## src/hdl/variable_message_ring_queue_assert.svh

```systemverilog
// assertion macros for the message ring queue
`ifndef VARIABLE_MESSAGE_RING_QUEUE_ASSERT_SVH
`define VARIABLE_MESSAGE_RING_QUEUE_ASSERT_SVH
`ifndef SYNTHESIS
`define VMRQ_ASSERT_ALWAYS(lbl, cond, msg) \
    lbl: assert property (@(posedge i_clk) disable iff (!i_rst_n) (cond)) else $error(msg);
`define VMRQ_ASSERT_NEXT(lbl, ante, cons, msg) \
    lbl: assert property (@(posedge i_clk) disable iff (!i_rst_n) (ante) |=> (cons)) \
        else $error(msg);
`else
`define VMRQ_ASSERT_ALWAYS(lbl, cond, msg)
`define VMRQ_ASSERT_NEXT(lbl, ante, cons, msg)
`endif
`endif

```

## src/hdl/vmrq_pkg.sv

```systemverilog
// shared constants and controller/datapath types for the message ring queue
package vmrq_pkg;
    localparam int RING_DEPTH_DEF   = 1024;
    localparam int HEADER_WORDS_DEF = 2;
    localparam int RING_WORDS_RESET = 1024;
    localparam int MARGIN_RESET     = 8;
    localparam int RING_WORDS_MIN   = 16;

    localparam logic [31:0] SKIP_TYPE = 32'hFFFF_FFFF;

    localparam int WORD_W   = 64;
    localparam int IN_DATA_W  = 184;
    localparam int OUT_DATA_W = 208;
    localparam int KIND_W   = 3;
    localparam int STATUS_W = 2;
    localparam int CFG_W    = 11;
    localparam int CFG_IDX_W = 1;

    localparam logic [KIND_W-1:0] KIND_RESERVE = 3'd0;
    localparam logic [KIND_W-1:0] KIND_PUT     = 3'd1;
    localparam logic [KIND_W-1:0] KIND_COMMIT  = 3'd2;
    localparam logic [KIND_W-1:0] KIND_PEEK    = 3'd3;
    localparam logic [KIND_W-1:0] KIND_READ    = 3'd4;
    localparam logic [KIND_W-1:0] KIND_CONSUME = 3'd5;

    localparam logic [STATUS_W-1:0] ST_OK      = 2'd0;
    localparam logic [STATUS_W-1:0] ST_EMPTY   = 2'd1;
    localparam logic [STATUS_W-1:0] ST_NOSPACE = 2'd2;
    localparam logic [STATUS_W-1:0] ST_BAD     = 2'd3;

    localparam logic [CFG_IDX_W-1:0] CFG_RING_WORDS  = 1'd0;
    localparam logic [CFG_IDX_W-1:0] CFG_FULL_MARGIN = 1'd1;

    typedef struct packed {
        logic load;
        logic res_chk;
        logic hdr_wr;
        logic put;
        logic commit;
        logic bad;
        logic hd_chk;
        logic hd_w0;
        logic hd_t;
        logic hd_off;
        logic hd_d;
        logic emit;
    } t_vmrq_cmd;

    typedef struct packed {
        logic [KIND_W-1:0] kind;
        logic fin;
        logic retry;
        logic hdr_last;
        logic out_free;
    } t_vmrq_stat;
endpackage

```

## src/hdl/vmrq_ctrl.sv

```systemverilog
// request sequencer for the message ring queue
module vmrq_ctrl #(
    parameter int HEADER_WORDS = vmrq_pkg::HEADER_WORDS_DEF
) (
    input  logic                 i_clk,
    input  logic                 i_rst_n,
    input  logic                 i_in_valid,
    output logic                 o_in_ready,
    input  vmrq_pkg::t_vmrq_stat i_stat,
    output vmrq_pkg::t_vmrq_cmd  o_cmd
);
    import vmrq_pkg::*;

    typedef enum logic [3:0] {
        S_IDLE, S_DECODE, S_RES_CHK, S_HDR, S_PUT, S_COMMIT, S_BAD,
        S_HD_CHK, S_HD_W0, S_HD_T, S_HD_OFF, S_HD_D, S_DONE
    } t_state;

    t_state r_state, n_state;

    always_comb begin
        o_in_ready = (r_state == S_IDLE);
        o_cmd = '0;
        o_cmd.load    = (r_state == S_IDLE) && i_in_valid;
        o_cmd.res_chk = (r_state == S_RES_CHK);
        o_cmd.hdr_wr  = (r_state == S_HDR);
        o_cmd.put     = (r_state == S_PUT);
        o_cmd.commit  = (r_state == S_COMMIT);
        o_cmd.bad     = (r_state == S_BAD);
        o_cmd.hd_chk  = (r_state == S_HD_CHK);
        o_cmd.hd_w0   = (r_state == S_HD_W0);
        o_cmd.hd_t    = (r_state == S_HD_T);
        o_cmd.hd_off  = (r_state == S_HD_OFF);
        o_cmd.hd_d    = (r_state == S_HD_D);
        o_cmd.emit    = (r_state == S_DONE) && i_stat.out_free;
    end

    always_comb begin
        n_state = r_state;
        case (r_state)
            S_IDLE: begin
                if (i_in_valid) n_state = S_DECODE;
            end
            S_DECODE: begin
                case (i_stat.kind)
                    KIND_RESERVE: n_state = S_RES_CHK;
                    KIND_PUT:     n_state = S_PUT;
                    KIND_COMMIT:  n_state = S_COMMIT;
                    KIND_PEEK, KIND_READ, KIND_CONSUME: n_state = S_HD_CHK;
                    default:      n_state = S_BAD;
                endcase
            end
            S_RES_CHK: n_state = i_stat.fin ? S_DONE : S_HDR;
            S_HDR:     n_state = i_stat.hdr_last ? S_DONE : S_HDR;
            S_PUT, S_COMMIT, S_BAD: n_state = S_DONE;
            S_HD_CHK:  n_state = i_stat.fin ? S_DONE : S_HD_W0;
            S_HD_W0: begin
                if (i_stat.fin) n_state = S_DONE;
                else if (i_stat.retry) n_state = S_HD_W0;
                else if (HEADER_WORDS >= 2) n_state = S_HD_T;
                else n_state = S_HD_OFF;
            end
            S_HD_T:    n_state = S_HD_OFF;
            S_HD_OFF:  n_state = i_stat.fin ? S_DONE : S_HD_D;
            S_HD_D:    n_state = S_DONE;
            S_DONE: begin
                if (i_stat.out_free) n_state = S_IDLE;
            end
            default:   n_state = S_IDLE;
        endcase
    end

    always_ff @(posedge i_clk) begin
        if (!i_rst_n) begin
            r_state <= S_IDLE;
        end else begin
            r_state <= n_state;
        end
    end
endmodule

```

## config.mk

```make
export PLATFORM = sky130hd
export DESIGN_NAME = vmrq_ctrl
export DESIGN_NICKNAME = d
export VERILOG_FILES = /design/src/hdl/variable_message_ring_queue_assert.svh /design/src/hdl/vmrq_pkg.sv /design/src/hdl/vmrq_ctrl.sv
export SDC_FILE = /design/constraint.sdc
export NUM_CORES = 1
export LEC_CHECK = 0
export ABC_AREA = 1
export BUFFER_PORTS_ARGS = -buffer_cell sky130_fd_sc_hd__clkbuf_2
export CORE_AREA = 2 2 39 41
export CTS_BUF_LIST = sky130_fd_sc_hd__clkbuf_2 sky130_fd_sc_hd__clkbuf_4 sky130_fd_sc_hd__clkbuf_8
export CTS_CLUSTER_SIZE = 28
export DETAILED_ROUTE_END_ITERATION = 6
export DIE_AREA = 0 0 41 43
export GPL_ROUTABILITY_DRIVEN = 0
export GPL_TIMING_DRIVEN = 0
export HOLD_SLACK_MARGIN = 0.1
export PLACE_DENSITY_LB_ADDON = 0.05
export SLEW_MARGIN = 20
export SYNTH_ARGS = -nofsm -noshare
export SYNTH_HDL_FRONTEND = slang
export SYNTH_SLANG_ARGS = --single-unit
```

## constraint.sdc

```tcl
create_clock -name i_clk -period 2.9 [get_ports i_clk]
set_input_delay 0.435 -clock i_clk [delete_from_list [all_inputs] [get_ports i_clk]]
set_output_delay 0.435 -clock i_clk [all_outputs]
set_load 0.02 [all_outputs]
```

==> Flow_metrics.wiki <==
{| class="wikitable"
! Metric !! Value
|-
| Routed WL per cell || 8.71 um
|-
| Count of flip-flops with a built-in enable after synthesis || 0
|-
| Ratio of cells with drive above 1 in the final layout || 23.9%
|-
| Kind of end point of the critical path || output port
|-
| Register bank with the most flops || r_state
|-
| Depth of the worst register-to-register path || 6
|-
| Synth warnings || 0
|-
| Post-synth top cells || 28 x sky130_fd_sc_hd__nand2_1, 21 x sky130_fd_sc_hd__inv_1, 20 x sky130_fd_sc_hd__nor2_1
|-
| Sequential share of the synthesized area || 17.8%
|-
| Buffers from clock root to sink, at most || 2
|-
| Core Area || 1380 um2
|-
| Number of distinct library cells after synthesis || 13
|-
| #FFs+latches synth || 4
|-
| Count of input and output buffers || 22
|-
| Leakage || 0.415 nW
|-
| Final number of setup-violating endpoints || 0
|-
| Worst setup path class || register to output port
|-
| Detailed-route via count || 581
|-
| Residual DRC || 0
|-
| Pin count of the biggest net entering global routing || 8
|-
| Worst Setup Slack post-DPL || 1380 ps
|-
| Net count of the mapped netlist || 102
|-
| Post-synth ARST share || 0%
|-
| Buffer cell driving the clock tree root || sky130_fd_sc_hd__clkbuf_4
|-
| Clock-pin slew on the worst setup and hold paths || 40 ps
|-
| Worst hold endpoint || r_state[2]
|-
| Hold Worst Slack || 402 ps
|-
| Number of antenna violations at the first check in global routing || 0
|-
| Multi-input gate area in the final layout || just under 300 um2
|-
| Effective utilization at floorplan || 32.5%
|-
| CTS resizes || 0
|-
| Class of the most critical hold timing path || input port to register
|-
| Summed instance area of the synthesized netlist || 450 um2
|-
| Final std cells w/o fill || 133
|-
| Placed cell areas || 581 um2
|-
| Antenna diode count || 0
|-
| Critical path fanouts, max || 6
|-
| Total Power || 0.541 mW
|-
| RSZ-0062 raised after global routing || false
|-
| Worst slew margin relative to its limit || around 83%
|-
| Mean area per synthesized cell || around 4.9 um2
|-
| Row cnt || 14
|-
| Post-Route Skew || 4.55 ps
|-
| Io pins || 23
|-
| Worst Slack Setup Final || 1140 ps
|-
| Total length of routed wires || 1160 um
|-
| CP startpoint kind || register
|-
| Fin crit share || 60.6%
|-
| Slew @ Worst Pin || 255 ps
|-
| Depth of the CTS H-tree || 1
|-
| Final design area excluding fillers || 603 um2
|-
| Status || finished, final reports clean
|-
| Worst Min Path Start || i_rst_n
|-
| Biggest regs || r_state x4
|-
| Final net count || 129
|-
| Count of filler cells inserted in the layout || 173
|-
| Fmax || 569 MHz
|-
| Layout area overhead || 33.9%
|-
| IR drop worst, VDD || 0.409 mV
|-
| Sequential cell area || 80.1 um2
|-
| Final Hold Vio Count || 0
|-
| Worst EP arrival || 1320 ps
|-
| DRC marker count from the first detailed-route iteration || 9
|-
| Detailed-placement wirelength estimate || 1030 um
|-
| Number of pins with negative max-slew slack in the final report || 0
|-
| Top_reg_cell synth || sky130_fd_sc_hd__dfxtp_1
|-
| Cells on Worst Hold Path || 3
|-
| Number of antenna-violating nets in the routed design || 0
|-
| Post-Place Cells || 130
|-
| Total track usage || 16.1%
|-
| Reg-to-reg critical path endpoint || r_state[3]
|-
| Global-route wire length before repair || 1880 um
|-
| Total congestion overflow after global routing || 0
|-
| Post-CTS Setup Repair Bufs || 0
|-
| Width of the die || around 41 um
|-
| Fraction of synthesized cell area taken by the top area cell type || 23.3%
|-
| Final critical path time including I/O delays and setup || about 1800 ps
|-
| CTS tree || done
|-
| Vertical die dimension || ~43 um
|-
| Library cell with the largest summed area after synthesis || sky130_fd_sc_hd__nand2_1
|-
| Startpoint of the worst register-to-register path || r_state[1]
|-
| Number of buffers added to fix hold violations after cts || 0
|-
| Instance count of the mapped netlist || 92
|-
| Clock latency on the worst-skew pair || 230 ps
|-
| Max-cap violations || 0
|-
| Die Area || between 1500 and 2000 um2
|-
| Via count of the first global-routing pass || about 470
|-
| Finished Core Util || 43.6%
|-
| Number of clock sinks seen by CTS || 4
|-
| Worst endpoint required time || 2470 ps
|-
| Vias per inst || 4.37
|-
| Sum of negative setup slack || 0 ps
|-
| Slack of the worst reg-to-reg path || 1670 ps
|-
| Number of buffers inserted during clock tree synthesis || 3
|-
| Cells taking the most area after synthesis || sky130_fd_sc_hd__nand2_1 23%, sky130_fd_sc_hd__dfxtp_1 18%, sky130_fd_sc_hd__inv_1 18%
|-
| First-pass iteration count of the detailed router || 4
|-
| Most repeated cell in the gate-level netlist after synthesis || sky130_fd_sc_hd__nand2_1
|-
| Max reg flops || 4
|-
| Power density over cell area || around 900 nW/um2
|}
## worst max-delay path, cell delays in order (launching register included)
cell	delay (ps)
sky130_fd_sc_hd__dfxtp_1	450
sky130_fd_sc_hd__inv_1	90
sky130_fd_sc_hd__nor2_1	210
sky130_fd_sc_hd__nand2_1	110
sky130_fd_sc_hd__inv_1	60
sky130_fd_sc_hd__clkbuf_2	160
## how the worst max path moves through the flow
stage / from / to / slack, ps / depth (start not counted)
finish: r_state[3] / o_cmd[3] / 1140 / 5
global route: r_state[3] / o_cmd[1] / 990 / 5
CTS: r_state[3] / o_cmd[3] / 1120 / 5
detailed placement: r_state[3] / o_cmd[3] / 1380 / 5
global placement: r_state[3] / o_cmd[3] / 1370 / 5
floorplan: r_state[1] / o_cmd[0] / 1410 / 3
## logic make-up after synthesis
logic type             share of synthesized area, %
and+or+nand+nor                                61.4
buffers and inverters                          17.5
DFF                                            17.8
AOI/OAI and AO/OA                              3.33
## power by group
group          internal, mW  leakage [nW]  total [mW]  switching (mW)
Sequential           0.0784        0.0329       0.111          0.0322
Combinational         0.117         0.368       0.363           0.246
Clock                0.0462        0.0138      0.0675          0.0214
Total                 0.242         0.415       0.541           0.299
## per-layer routing
| metal | global-route usage, % | vias up | wire length (um) |
|---|---|---|---|
| li1 | - | 327 | - |
| met1 | 21.2 | 230 | 552 |
| met2 | 22.8 | 24 | 504 |
| met3 | 9.42 | 0 | 102 |
| met4 | 2.00 | 0 | 0 |
| met5 | 0 | - | 0 |
## cell usage in the layout (no fill, tap or decap), drive strengths merged
cell type	synthesis	final
nand3b	1	1
nor2	22	22
nand2	28	28
a21oi	2	2
nor3	2	2
o21ai	1	1
inv	21	21
clkbuf	0	25
nand3	10	10
dfxtp	4	4
nand4	1	1
## area by class of cell
type | instances | area share [%]
Inverter | 21 | 13.1
Tap cell | 16 | 3.32
Timing Repair Buffer | 22 | 18.3
Clock buffer | 3 | 3.73
Multi-Input combinational cell | 67 | 48.3
Sequential cell | 4 | 13.3
Note: power is estimated with default switching activity, not from simulation.
